===== config.mk =====
export PLATFORM = sky130hd
export DESIGN_NAME = battery_load_switch_supervisor_unit
export DESIGN_NICKNAME = d
export VERILOG_FILES = /design/src/bls_pkg.sv /design/src/bls_fifo.sv /design/src/bls_front.sv /design/src/bls_div.sv /design/src/bls_back.sv /design/src/battery_load_switch_supervisor_unit.sv
export SDC_FILE = /design/constraint.sdc
export NUM_CORES = 2
export LEC_CHECK = 0
export ABC_CLOCK_PERIOD_IN_PS = 12500
export BUFFER_PORTS_ARGS = -buffer_cell sky130_fd_sc_hd__buf_2
export CORE_MARGIN = 10
export CORE_UTILIZATION = 45
export DETAILED_ROUTE_END_ITERATION = 7
export PLACE_DENSITY = 0.72
export SYNTH_ARGS = -nofsm -noshare
export SYNTH_HDL_FRONTEND = slang
export SYNTH_SLANG_ARGS = --single-unit

===== constraint.sdc =====
create_clock -name i_clk -period 12.5 [get_ports i_clk]
set_input_delay 2.5 -clock i_clk [delete_from_list [all_inputs] [get_ports i_clk]]
set_output_delay 2.5 -clock i_clk [all_outputs]
set_load 0.01 [all_outputs]

===== src/bls_pkg.sv =====
package bls_pkg;

    // fixed field widths
    localparam int SOC_BITS       = 10;
    localparam int VALUE_BITS     = 16;
    localparam int AVG_BITS       = 16;
    localparam int PV_POWER_BITS  = 16;
    localparam int EVENT_BITS     = 3;
    localparam int CFG_INDEX_BITS = 3;
    localparam int CFG_DATA_BITS  = 16;
    localparam int PERIOD_BITS    = 9;

    // parameter defaults
    localparam int RING_DEPTH_DEF = 10;
    localparam int POWER_BITS_DEF = 16;

    // queue depths
    localparam int WORK_DEPTH   = 4;
    localparam int RESULT_DEPTH = 2;

    // behavior constants
    localparam logic [PERIOD_BITS-1:0] AVG_PERIOD = PERIOD_BITS'(360);
    localparam logic [VALUE_BITS-1:0]  SOC_MAX    = VALUE_BITS'(1000);
    localparam logic [AVG_BITS-1:0]    AVG_MAX    = '1;

    // register reset values
    localparam logic [SOC_BITS-1:0]      CFG_ENABLE_SOC_RST    = SOC_BITS'(900);
    localparam logic [SOC_BITS-1:0]      CFG_DISABLE_SOC_RST   = SOC_BITS'(300);
    localparam logic [SOC_BITS-1:0]      CFG_BOOT_SOC_RST      = SOC_BITS'(500);
    localparam logic [SOC_BITS-1:0]      CFG_HIGH_PV_SOC_RST   = SOC_BITS'(600);
    localparam int                       CFG_HIGH_PV_POWER_RST = 300;
    localparam logic [SOC_BITS-1:0]      CFG_MAX_STEP_RST      = SOC_BITS'(50);

    typedef enum logic [CFG_INDEX_BITS-1:0] {
        CFG_ENABLE_SOC    = 3'd0,
        CFG_DISABLE_SOC   = 3'd1,
        CFG_BOOT_SOC      = 3'd2,
        CFG_HIGH_PV_SOC   = 3'd3,
        CFG_HIGH_PV_POWER = 3'd4,
        CFG_MAX_SOC_STEP  = 3'd5
    } t_cfg_index;

    typedef enum logic [1:0] {
        OP_SOC    = 2'd0,
        OP_POWER  = 2'd1,
        OP_TICK   = 2'd2,
        OP_MANUAL = 2'd3
    } t_op;

    typedef enum logic [EVENT_BITS-1:0] {
        EV_NONE        = 3'd0,
        EV_ON_SOC      = 3'd1,
        EV_ON_PV       = 3'd2,
        EV_ON_BOOT     = 3'd3,
        EV_OFF_LOW_SOC = 3'd4
    } t_event;

    typedef struct packed {
        logic [1:0]            operation;
        logic [VALUE_BITS-1:0] value;
    } t_item;

    typedef struct packed {
        logic                  load_on;
        logic                  auto_armed;
        logic [EVENT_BITS-1:0] switch_event;
        logic                  soc_discarded;
        logic [SOC_BITS-1:0]   soc_tenths;
        logic [AVG_BITS-1:0]   average_power;
    } t_result;

    // request after decode
    typedef struct packed {
        t_op                   kind;
        logic [VALUE_BITS-1:0] value;
        logic                  soc_ok;
        logic                  cmd_valid;
        logic                  cmd_on;
    } t_work;

endpackage


===== src/bls_fifo.sv =====
module bls_fifo
    import bls_pkg::*;
#(
    parameter type t_data = logic,
    parameter int  DEPTH  = 2
) (
    input  logic  i_clk,
    input  logic  i_rst_n,
    input  logic  i_push,
    input  t_data i_data,
    output logic  o_full,
    input  logic  i_pop,
    output t_data o_data,
    output logic  o_empty
);

    localparam int PTR_BITS = $clog2(DEPTH);
    localparam int CNT_BITS = $clog2(DEPTH + 1);
    localparam logic [PTR_BITS-1:0] LAST_PTR = PTR_BITS'(DEPTH - 1);
    localparam logic [CNT_BITS-1:0] FULL_CNT = CNT_BITS'(DEPTH);

    t_data                r_slots [DEPTH];
    logic [PTR_BITS-1:0]  r_wr_ptr;
    logic [PTR_BITS-1:0]  r_rd_ptr;
    logic [CNT_BITS-1:0]  r_count;
    logic                 do_push;
    logic                 do_pop;

    assign o_full  = (r_count == FULL_CNT);
    assign o_empty = (r_count == '0);
    assign o_data  = r_slots[r_rd_ptr];
    assign do_push = i_push && !o_full;
    assign do_pop  = i_pop && !o_empty;

    always_ff @(posedge i_clk) begin
        if (do_push) begin
            r_slots[r_wr_ptr] <= i_data;
        end
    end

    always_ff @(posedge i_clk) begin
        if (!i_rst_n) begin
            r_wr_ptr <= '0;
            r_rd_ptr <= '0;
            r_count  <= '0;
        end else begin
            if (do_push) begin
                r_wr_ptr <= (r_wr_ptr == LAST_PTR) ? '0 : r_wr_ptr + 1'b1;
            end
            if (do_pop) begin
                r_rd_ptr <= (r_rd_ptr == LAST_PTR) ? '0 : r_rd_ptr + 1'b1;
            end
            case ({do_push, do_pop})
                2'b10:   r_count <= r_count + 1'b1;
                2'b01:   r_count <= r_count - 1'b1;
                default: r_count <= r_count;
            endcase
        end
    end

endmodule


===== src/bls_front.sv =====
module bls_front
    import bls_pkg::*;
(
    input  logic  i_clk,
    input  logic  i_rst_n,
    input  logic  i_push,
    input  t_item i_item,
    output logic  o_full,
    output logic  o_work_push,
    output t_work o_work,
    input  logic  i_work_full
);

    logic  r_vld;
    t_work r_work;
    t_work n_work;
    logic  accept;
    logic  move;

    assign move        = r_vld && !i_work_full;
    assign o_full      = r_vld && i_work_full;
    assign accept      = i_push && !o_full;
    assign o_work_push = r_vld;
    assign o_work      = r_work;

    // decode the request
    always_comb begin
        n_work.kind      = t_op'(i_item.operation);
        n_work.value     = i_item.value;
        n_work.soc_ok    = (i_item.value <= SOC_MAX);
        n_work.cmd_valid = (i_item.value == VALUE_BITS'(0)) || (i_item.value == VALUE_BITS'(1));
        n_work.cmd_on    = (i_item.value == VALUE_BITS'(1));
    end

    always_ff @(posedge i_clk) begin
        if (!i_rst_n) begin
            r_vld <= 1'b0;
        end else begin
            r_vld <= accept || (r_vld && !move);
        end
        if (accept) begin
            r_work <= n_work;
        end
    end

endmodule


===== src/bls_div.sv =====
module bls_div
    import bls_pkg::*;
#(
    parameter int DIVIDEND_BITS = 20,
    parameter int DIVISOR       = 10
) (
    input  logic                     i_clk,
    input  logic                     i_rst_n,
    input  logic                     i_start,
    input  logic [DIVIDEND_BITS-1:0] i_dividend,
    output logic                     o_done,
    output logic [DIVIDEND_BITS-1:0] o_quotient
);

    // floor(x / d) = (x * ceil(2^k / d)) >> k with k = dividend bits + clog2(d)
    localparam int SHIFT      = DIVIDEND_BITS + $clog2(DIVISOR);
    localparam int RECIP_BITS = DIVIDEND_BITS + 2;
    localparam int PROD_BITS  = DIVIDEND_BITS + RECIP_BITS;
    localparam logic [RECIP_BITS-1:0] RECIP =
        RECIP_BITS'(((64'd1 << SHIFT) + 64'(DIVISOR) - 64'd1) / 64'(DIVISOR));

    logic                 r_done;
    logic [PROD_BITS-1:0] r_prod;

    assign o_done     = r_done;
    assign o_quotient = DIVIDEND_BITS'(r_prod >> SHIFT);

    always_ff @(posedge i_clk) begin
        if (!i_rst_n) begin
            r_done <= 1'b0;
        end else begin
            r_done <= i_start;
        end
        if (i_start) begin
            r_prod <= PROD_BITS'(i_dividend) * PROD_BITS'(RECIP);
        end
    end

endmodule


===== src/bls_back.sv =====
module bls_back
    import bls_pkg::*;
#(
    parameter int RING_DEPTH = RING_DEPTH_DEF,
    parameter int POWER_BITS = POWER_BITS_DEF
) (
    input  logic                      i_clk,
    input  logic                      i_rst_n,
    input  logic                      i_cfg_we,
    input  logic [CFG_INDEX_BITS-1:0] i_cfg_index,
    input  logic [CFG_DATA_BITS-1:0]  i_cfg_data,
    input  t_work                     i_work,
    input  logic                      i_work_empty,
    output logic                      o_work_pop,
    output logic                      o_res_push,
    output t_result                   o_res,
    input  logic                      i_res_full
);

    localparam int SLOT_BITS = $clog2(RING_DEPTH);
    localparam int SUM_BITS  = POWER_BITS + SLOT_BITS;
    localparam int THR_BITS  = PV_POWER_BITS + SLOT_BITS;
    localparam int CMP_BITS  = (SUM_BITS > THR_BITS) ? SUM_BITS : THR_BITS;
    localparam logic [SLOT_BITS-1:0]   LAST_SLOT  = SLOT_BITS'(RING_DEPTH - 1);
    localparam logic [SLOT_BITS-1:0]   FIRST_NEXT = SLOT_BITS'(1);
    localparam logic [PERIOD_BITS-1:0] LAST_TICK  = AVG_PERIOD - 1'b1;
    localparam logic [THR_BITS-1:0]    THR_RST    = THR_BITS'(CFG_HIGH_PV_POWER_RST * RING_DEPTH);

    typedef enum logic [1:0] {
        ST_RUN,
        ST_DIV,
        ST_SEND
    } t_state;

    function automatic logic [AVG_BITS-1:0] f_sat(input logic [SUM_BITS-1:0] q);
        return (q > SUM_BITS'(AVG_MAX)) ? AVG_MAX : AVG_BITS'(q);
    endfunction

    t_state                  r_state,       n_state;
    logic [SOC_BITS-1:0]     r_enable_soc;
    logic [SOC_BITS-1:0]     r_disable_soc;
    logic [SOC_BITS-1:0]     r_boot_soc;
    logic [SOC_BITS-1:0]     r_pv_soc;
    logic [THR_BITS-1:0]     r_pv_thresh;
    logic [SOC_BITS-1:0]     r_max_step;
    logic [SOC_BITS-1:0]     r_soc,         n_soc;
    logic [POWER_BITS-1:0]   r_latest,      n_latest;
    logic [POWER_BITS-1:0]   r_fill,        n_fill;
    logic [SLOT_BITS-1:0]    r_slot,        n_slot;
    logic [SUM_BITS-1:0]     r_sum,         n_sum;
    logic [PERIOD_BITS-1:0]  r_period,      n_period;
    logic                    r_boot,        n_boot;
    logic                    r_auto,        n_auto;
    logic                    r_load,        n_load;
    logic [AVG_BITS-1:0]     r_avg,         n_avg;
    t_result                 r_held,        n_held;
    logic [RING_DEPTH-1:0]   r_ring_vld;
    logic                    r_rd_vld;
    logic [POWER_BITS-1:0]   r_rd;
    logic [POWER_BITS-1:0]   r_ring [RING_DEPTH];

    logic                    go;
    logic                    snap;
    logic                    ring_we;
    logic                    discarded;
    logic                    pend_vld;
    logic                    pend_on;
    logic                    pv_high;
    t_event                  ev;
    t_result                 res;
    logic [SOC_BITS-1:0]     val_soc;
    logic [SOC_BITS-1:0]     diff;
    logic [POWER_BITS-1:0]   old_power;
    logic                    div_done;
    logic [SUM_BITS-1:0]     div_q;

    assign val_soc   = i_work.value[SOC_BITS-1:0];
    assign diff      = (val_soc > r_soc) ? (val_soc - r_soc) : (r_soc - val_soc);
    assign old_power = r_rd_vld ? r_rd : r_fill;
    assign go        = (r_state == ST_RUN) && !i_work_empty && !i_res_full;
    assign o_work_pop = go;

    always_comb begin
        n_state   = r_state;
        n_soc     = r_soc;
        n_latest  = r_latest;
        n_fill    = r_fill;
        n_slot    = r_slot;
        n_sum     = r_sum;
        n_period  = r_period;
        n_boot    = r_boot;
        n_auto    = r_auto;
        n_load    = r_load;
        n_avg     = r_avg;
        n_held    = r_held;
        snap      = 1'b0;
        ring_we   = 1'b0;
        discarded = 1'b0;
        pend_vld  = 1'b0;
        pend_on   = 1'b0;
        ev        = EV_NONE;
        pv_high   = 1'b0;
        o_res_push = 1'b0;

        // request action
        if (go) begin
            unique case (i_work.kind)
                OP_SOC: begin
                    if (i_work.soc_ok) begin
                        if (r_boot || (diff <= r_max_step)) begin
                            n_soc = val_soc;
                        end else begin
                            discarded = 1'b1;
                        end
                    end
                end
                OP_POWER: begin
                    n_latest = POWER_BITS'(i_work.value);
                end
                OP_TICK: begin
                    if (r_boot) begin
                        // whole ring takes the latest power at once
                        n_fill   = r_latest;
                        n_sum    = SUM_BITS'(r_latest) * SUM_BITS'(RING_DEPTH);
                        n_slot   = FIRST_NEXT;
                        n_period = '0;
                        n_boot   = 1'b0;
                        n_avg    = f_sat(SUM_BITS'(r_latest));
                    end else if (r_period == LAST_TICK) begin
                        n_sum    = r_sum - SUM_BITS'(old_power) + SUM_BITS'(r_latest);
                        ring_we  = 1'b1;
                        n_slot   = (r_slot == LAST_SLOT) ? '0 : r_slot + 1'b1;
                        n_period = '0;
                        snap     = 1'b1;
                    end else begin
                        n_period = r_period + 1'b1;
                    end
                end
                OP_MANUAL: begin
                    if (i_work.cmd_valid) begin
                        pend_vld = 1'b1;
                        pend_on  = i_work.cmd_on;
                    end
                end
                default: ;
            endcase

            // load controller, floor(sum/depth) >= p is sum >= p*depth
            pv_high = (CMP_BITS'(n_sum) >= CMP_BITS'(r_pv_thresh));
            if (!r_auto) begin
                if (n_soc >= r_enable_soc) begin
                    ev = EV_ON_SOC;
                end else if (pv_high && (n_soc >= r_pv_soc)) begin
                    ev = EV_ON_PV;
                end else if (n_boot && (n_soc >= r_boot_soc)) begin
                    ev = EV_ON_BOOT;
                end
                if (ev != EV_NONE) begin
                    pend_vld = 1'b1;
                    pend_on  = 1'b1;
                    n_auto   = 1'b1;
                end
            end
            if (r_load && (n_soc <= r_disable_soc)) begin
                pend_vld = 1'b1;
                pend_on  = 1'b0;
                n_auto   = 1'b0;
                ev       = EV_OFF_LOW_SOC;
            end
            if (pend_vld) begin
                n_load = pend_on;
            end
        end

        res.load_on       = n_load;
        res.auto_armed    = n_auto;
        res.switch_event  = ev;
        res.soc_discarded = discarded;
        res.soc_tenths    = n_soc;
        res.average_power = n_avg;

        unique case (r_state)
            ST_RUN: begin
                if (snap) begin
                    n_held  = res;
                    n_state = ST_DIV;
                end else begin
                    o_res_push = go;
                end
            end
            ST_DIV: begin
                if (div_done) begin
                    n_avg                = f_sat(div_q);
                    n_held.average_power = f_sat(div_q);
                    n_state              = ST_SEND;
                end
            end
            ST_SEND: begin
                if (!i_res_full) begin
                    o_res_push = 1'b1;
                    n_state    = ST_RUN;
                end
            end
            default: n_state = ST_RUN;
        endcase
    end

    assign o_res = (r_state == ST_SEND) ? r_held : res;

    bls_div #(
        .DIVIDEND_BITS (SUM_BITS),
        .DIVISOR       (RING_DEPTH)
    ) u_div (
        .i_clk      (i_clk),
        .i_rst_n    (i_rst_n),
        .i_start    (snap),
        .i_dividend (n_sum),
        .o_done     (div_done),
        .o_quotient (div_q)
    );

    // ring memory, read address follows the next slot
    always_ff @(posedge i_clk) begin
        if (ring_we) begin
            r_ring[r_slot] <= r_latest;
        end
        r_rd <= r_ring[n_slot];
    end

    always_ff @(posedge i_clk) begin
        if (!i_rst_n) begin
            r_state       <= ST_RUN;
            r_enable_soc  <= CFG_ENABLE_SOC_RST;
            r_disable_soc <= CFG_DISABLE_SOC_RST;
            r_boot_soc    <= CFG_BOOT_SOC_RST;
            r_pv_soc      <= CFG_HIGH_PV_SOC_RST;
            r_pv_thresh   <= THR_RST;
            r_max_step    <= CFG_MAX_STEP_RST;
            r_soc         <= '0;
            r_latest      <= '0;
            r_fill        <= '0;
            r_slot        <= '0;
            r_sum         <= '0;
            r_period      <= '0;
            r_boot        <= 1'b1;
            r_auto        <= 1'b0;
            r_load        <= 1'b0;
            r_avg         <= '0;
            r_ring_vld    <= '0;
            r_rd_vld      <= 1'b0;
        end else begin
            r_state  <= n_state;
            r_soc    <= n_soc;
            r_latest <= n_latest;
            r_fill   <= n_fill;
            r_slot   <= n_slot;
            r_sum    <= n_sum;
            r_period <= n_period;
            r_boot   <= n_boot;
            r_auto   <= n_auto;
            r_load   <= n_load;
            r_avg    <= n_avg;
            r_rd_vld <= r_ring_vld[n_slot];
            if (ring_we) begin
                r_ring_vld[r_slot] <= 1'b1;
            end
            if (i_cfg_we) begin
                unique case (t_cfg_index'(i_cfg_index))
                    CFG_ENABLE_SOC:    r_enable_soc  <= i_cfg_data[SOC_BITS-1:0];
                    CFG_DISABLE_SOC:   r_disable_soc <= i_cfg_data[SOC_BITS-1:0];
                    CFG_BOOT_SOC:      r_boot_soc    <= i_cfg_data[SOC_BITS-1:0];
                    CFG_HIGH_PV_SOC:   r_pv_soc      <= i_cfg_data[SOC_BITS-1:0];
                    CFG_HIGH_PV_POWER: r_pv_thresh   <= THR_BITS'(i_cfg_data) *
                                                        THR_BITS'(RING_DEPTH);
                    CFG_MAX_SOC_STEP:  r_max_step    <= i_cfg_data[SOC_BITS-1:0];
                    default: ;
                endcase
            end
        end
        r_held <= n_held;
    end

endmodule


===== src/battery_load_switch_supervisor_unit.sv =====
// path: a request is registered in the front end, passes the work queue, the back end
//   and the result queue; one request per cycle while no queue is full; a tick that
//   stores a pv snapshot (every 360th tick after the first) holds the back end in its
//   divide and send states while a reciprocal multiply forms the new average
// reset: synchronous active-low; queues empty, registers at defaults, boot window open;
//   the pv ring is not cleared, its slots are marked unwritten and read as the boot fill
module battery_load_switch_supervisor_unit
    import bls_pkg::*;
#(
    parameter int RING_DEPTH = RING_DEPTH_DEF,
    parameter int POWER_BITS = POWER_BITS_DEF
) (
    input  logic                      i_clk,
    input  logic                      i_rst_n,
    // request side
    input  logic                      push,
    output logic                      full,
    input  t_item                     i_item,
    // result side
    output logic                      empty,
    input  logic                      pop,
    output t_result                   o_result,
    // register writes
    input  logic                      i_cfg_we,
    input  logic [CFG_INDEX_BITS-1:0] i_cfg_index,
    input  logic [CFG_DATA_BITS-1:0]  i_cfg_data
);

    // front end to work queue
    logic    front_push;
    t_work   front_work;
    logic    work_full;

    // work queue to back end
    t_work   work_head;
    logic    work_empty;
    logic    work_pop;

    // back end to result queue
    logic    res_push;
    t_result res_data;
    logic    res_full;

    // front end registers and decodes each request
    bls_front u_front (
        .i_clk       (i_clk),
        .i_rst_n     (i_rst_n),
        .i_push      (push),
        .i_item      (i_item),
        .o_full      (full),
        .o_work_push (front_push),
        .o_work      (front_work),
        .i_work_full (work_full)
    );

    // decouples decode from execution
    bls_fifo #(
        .t_data (t_work),
        .DEPTH  (WORK_DEPTH)
    ) u_work_q (
        .i_clk   (i_clk),
        .i_rst_n (i_rst_n),
        .i_push  (front_push),
        .i_data  (front_work),
        .o_full  (work_full),
        .i_pop   (work_pop),
        .o_data  (work_head),
        .o_empty (work_empty)
    );

    // soc filter, pv ring, load controller and config registers
    bls_back #(
        .RING_DEPTH (RING_DEPTH),
        .POWER_BITS (POWER_BITS)
    ) u_back (
        .i_clk        (i_clk),
        .i_rst_n      (i_rst_n),
        .i_cfg_we     (i_cfg_we),
        .i_cfg_index  (i_cfg_index),
        .i_cfg_data   (i_cfg_data),
        .i_work       (work_head),
        .i_work_empty (work_empty),
        .o_work_pop   (work_pop),
        .o_res_push   (res_push),
        .o_res        (res_data),
        .i_res_full   (res_full)
    );

    // finished results wait here so the back end keeps going
    bls_fifo #(
        .t_data (t_result),
        .DEPTH  (RESULT_DEPTH)
    ) u_res_q (
        .i_clk   (i_clk),
        .i_rst_n (i_rst_n),
        .i_push  (res_push),
        .i_data  (res_data),
        .o_full  (res_full),
        .i_pop   (pop),
        .o_data  (o_result),
        .o_empty (empty)
    );

endmodule


==> results.json <==
{
  "grt-ovfl-total": 0,
  "peakVddDrop_uv": 160,
  "reg2reg_to": "u_back.u_div.r_prod[40]",
  "drtIter0Drc": 2415,
  "cp_slowest_cell": "dfxtp_1",
  "worstSkewPairLatency_ns": 0.63,
  "dp.cells": 4388,
  "cts_buffers": 58,
  "cap_viol_max_count": 0,
  "io_buffers": 75,
  "r2r_start": "u_back.r_rd_vld",
  "slew_viol_final": 0,
  "area_growth_pct": 9.97,
  "relSlewSlack_pct": 14.8,
  "place_ws_ns": 1.33,
  "die_area_um2": 90000,
  "setup_violations": 0,
  "avgSynthCellArea_um2": 10.6,
  "die_x_um": 300,
  "rrSetupSlack_ns": 1.18,
  "syn_area_um2": 35300,
  "syn-num-nets": 3905,
  "fmax_mhz": 88.3,
  "max_stage_delay_ns": 0.91,
  "yosys_most_used_dff": "edfxtp_1",
  "path_class": "register to register",
  "status": "finished clean",
  "fin_crit_ns": 11.32,
  "path_common_cell": "fa_1",
  "setup_slack_ns": 1.18,
  "critPathLaunchType": "register",
  "start_util_pct": 45.4,
  "crit_fanout": 16,
  "row_count": 102,
  "hp-class": "register to register",
  "leakage_nw": 17.2,
  "dpl.hpwl_um": 64000,
  "fin_hold_ws_ns": 0.454,
  "io_pins": 76,
  "fin_tns_setup_ns": 0,
  "clock-skew-final_ns": 0.0203,
  "seq_area_frac_synth_pct": 44.0,
  "place.gp.congestion": 0.958,
  "num_vias": 24800,
  "p_per_area_nw_per_um2": 195,
  "synthCells": 3338,
  "synthArstFlopShare_pct": 0,
  "grt_pass1_vias": 24200,
  "grt_usage_pct": 19.5,
  "hold_path_depth": 2,
  "cts_root_buf": "clkbuf_16",
  "cts_tree": "done",
  "worstSetupEndpointType": "register",
  "ctsHtreeMaxLevel": 2,
  "finalCritPeriodShare_pct": 90.6,
  "layout-drive-gt1-share_pct": 9.46,
  "finalNetCount": 3975,
  "crit_arrival_ns": 11.69,
  "final_cells": 4497,
  "min_to": "u_back.r_pv_thresh[17]",
  "finalWirelength_um": 88800,
  "routedWlPerCell_um": 19.8,
  "n_fill_cell": 6930,
  "core_area_um2": 77600,
  "clk_pin_slew_ns": 0.06,
  "rsz0062_at_grt": "false",
  "antenna_found_initial": 3,
  "worst_slew_pin_slew_ns": 1.26,
  "synth_edf_count": 378,
  "hold_viol_final": 0,
  "ctsResizeCount": 0,
  "reg2reg_depth": 38,
  "synth_cell_types": 79,
  "synth_seq_cells": 586,
  "die_h_um": 300,
  "drc_errors": 0,
  "drt-vias-per-instance": 5.52,
  "postRouteAntennaNets": 0,
  "grt_max_degree": 83,
  "yosys_warnings": 0,
  "first_pass_iters": 5,
  "critPathRequiredTime_ns": 12.87,
  "postCtsSetupBuffers": 0,
  "grt_pass1_wl_um": 138000,
  "holdBufCountCts": 0,
  "cts_sinks": 586,
  "min_from": "u_back.r_pv_thresh[17]",
  "cts.path.max_buffers": 3
}
==> state kept, by name, summed over array words and instances, names as in the netlist, 3 cells and up, named ones only <==
| name | flops |
|---|---|
| u_back.u_div.r_prod | 17 |
| u_back.r_avg | 16 |
| u_back.r_boot_soc | 10 |
| u_back.r_sum | 20 |
| u_back.r_fill | 16 |
| u_back.r_pv_soc | 10 |
| u_back.r_soc | 10 |
| u_back.r_ring | 160 |
| u_back.r_slot | 4 |
| u_back.r_ring_vld | 10 |
| u_work_q.r_slots | 84 |
| u_work_q.r_count | 3 |
| u_back.r_latest | 16 |
| u_front.o_work | 21 |
| u_back.r_max_step | 10 |
| u_res_q.r_slots | 64 |
| u_back.r_enable_soc | 10 |
| u_back.r_pv_thresh | 19 |
| u_back.r_held | 32 |
| u_back.r_disable_soc | 10 |
| u_back.r_period | 9 |
| u_back.r_rd | 16 |
==> cell usage after synthesis (all sizes together), types with 21 or more instances <==
cell	instances	share of area, %
and3	29	0.51
nor2	190	2.0
xor2	36	0.89
xnor2	52	1.3
mux2	54	1.7
a31oi	27	0.48
mux2i	34	0.97
a211oi	36	0.77
nand2	412	4.4
fa	154	8.7
a21oi	221	3.2
mux4	21	1.3
and2	23	0.42
nor2b	23	0.41
a21o	51	1.1
nor3	62	0.88
ha	371	13
nand3	67	0.95
edfxtp	378	32
buf	35	0.46
dfxtp	208	12
o211ai	33	0.70
inv	414	4.4
a311oi	34	0.84
o21ai	105	1.5
clkbuf	89	0.95
==> critical path, delay by kind of cell, from the launching register on <==
family                     cells  cell delay [ns]
adders and majority gates     10             4.59
AOI/OAI and AO/OA             12             3.19
and+or+nand+nor                6             1.07
DFF                            1             0.91
buffers and inverters          6             0.52
muxes                          1             0.43
xor gates and xnor gates       3             0.36
==> report_power, final <==
part | switching [W] | internal [W] | total (W)
combinational | 0.00208 | 0.00135 | 0.00344
sequential | 0.000153 | 0.00231 | 0.00246
clock | 0.000750 | 0.000918 | 0.00167
total | 0.00298 | 0.00458 | 0.00756
==> cells in the final DEF (no fill, tap or decap), types with 9 or more instances in the layout <==
master and n:
buf_2 75, and2_1 21, clkbuf_1 15, fa_1 154
nor3_1 56, nand3_1 67, nor2b_1 22, inv_1 412
mux2i_1 34, edfxtp_1 378, nand4_1 16, o21bai_1 14
and3_1 29, or3_1 14, a21o_1 51, o211ai_1 33
mux2_2 54, o21a_1 10, nand2b_1 16, xor2_1 36
a22oi_1 14, a31oi_1 27, a311oi_1 34, a21oi_1 218
xnor2_1 52, a21boi_0 17, buf_4 59, clkbuf_16 58
clkinv_1 11, a211oi_1 36, ha_1 371, mux4_2 21
o21ai_0 102, clkinv_2 9, dfxtp_1 207, nor2_1 186
nand2_1 411
==> stage by stage <==
step	instance area (um^2)	power [W]	util, %
3_3_place_gp	37000	0.00584	47.7
5_1_grt	38800	0.00810	50.0
6_report	38800	0.00756	50.0
3_5_place_dp	37000	0.00588	47.7
2_1_floorplan	35300	0.00490	-
4_1_cts	38800	0.00757	50.0
==> worst max-delay path by stage <==
stage | start | endpoint | depth (start not counted)
after global placement | u_back.r_rd_vld | u_back.u_div.r_prod[40] | 38
after CTS | u_back.r_rd_vld | u_back.u_div.r_prod[40] | 38
final | u_back.r_rd_vld | u_back.u_div.r_prod[40] | 38
after detailed placement | u_back.r_rd_vld | u_back.u_div.r_prod[40] | 38
after global routing | u_back.r_rd_vld | u_back.u_div.r_prod[40] | 38
after floorplan | u_back.r_rd_vld | u_back.u_div.r_prod[40] | 38
==> kinds of logic (layout without fill, tap and decap cells) <==
group / count (synthesis) / after routing / synth area share (%)
AND/OR/NAND/NOR: 885 / 885 / 11.1
AO/OA/AOI/OAI: 607 / 607 / 10.9
flip-flops: 586 / 586 / 44.0
buffers and inverters: 538 / 656 / 5.82
adder cells (fa/ha/maj): 525 / 525 / 21.9
multiplexers: 109 / 109 / 4.03
XOR/XNOR: 88 / 88 / 2.19
other: 0 / 1 / 0
==> metal layers <==
metal  GRT usage, %  wire (um)  vias to the layer above
met5          0.162         11                        -
met1           27.1      39400                    12000
met4           4.82       2070                        2
met2           30.7      40000                      870
li1               -          -                    11800
met3           4.00       7350                      138
==> final cells by class <==
type	instances	area, um^2	area share (%)
Inverter	414	1560	4.01
Tap cell	1040	1300	3.36
Clock buffer	76	1550	3.99
Sequential cell	586	15500	40.0
Multi-Input combinational cell	2214	17800	45.9
Timing Repair Buffer	134	818	2.11
Clock inverter	32	249	0.642
Antenna cell	1	2.50	0.00645
Note: power is estimated with default switching activity, not from simulation.
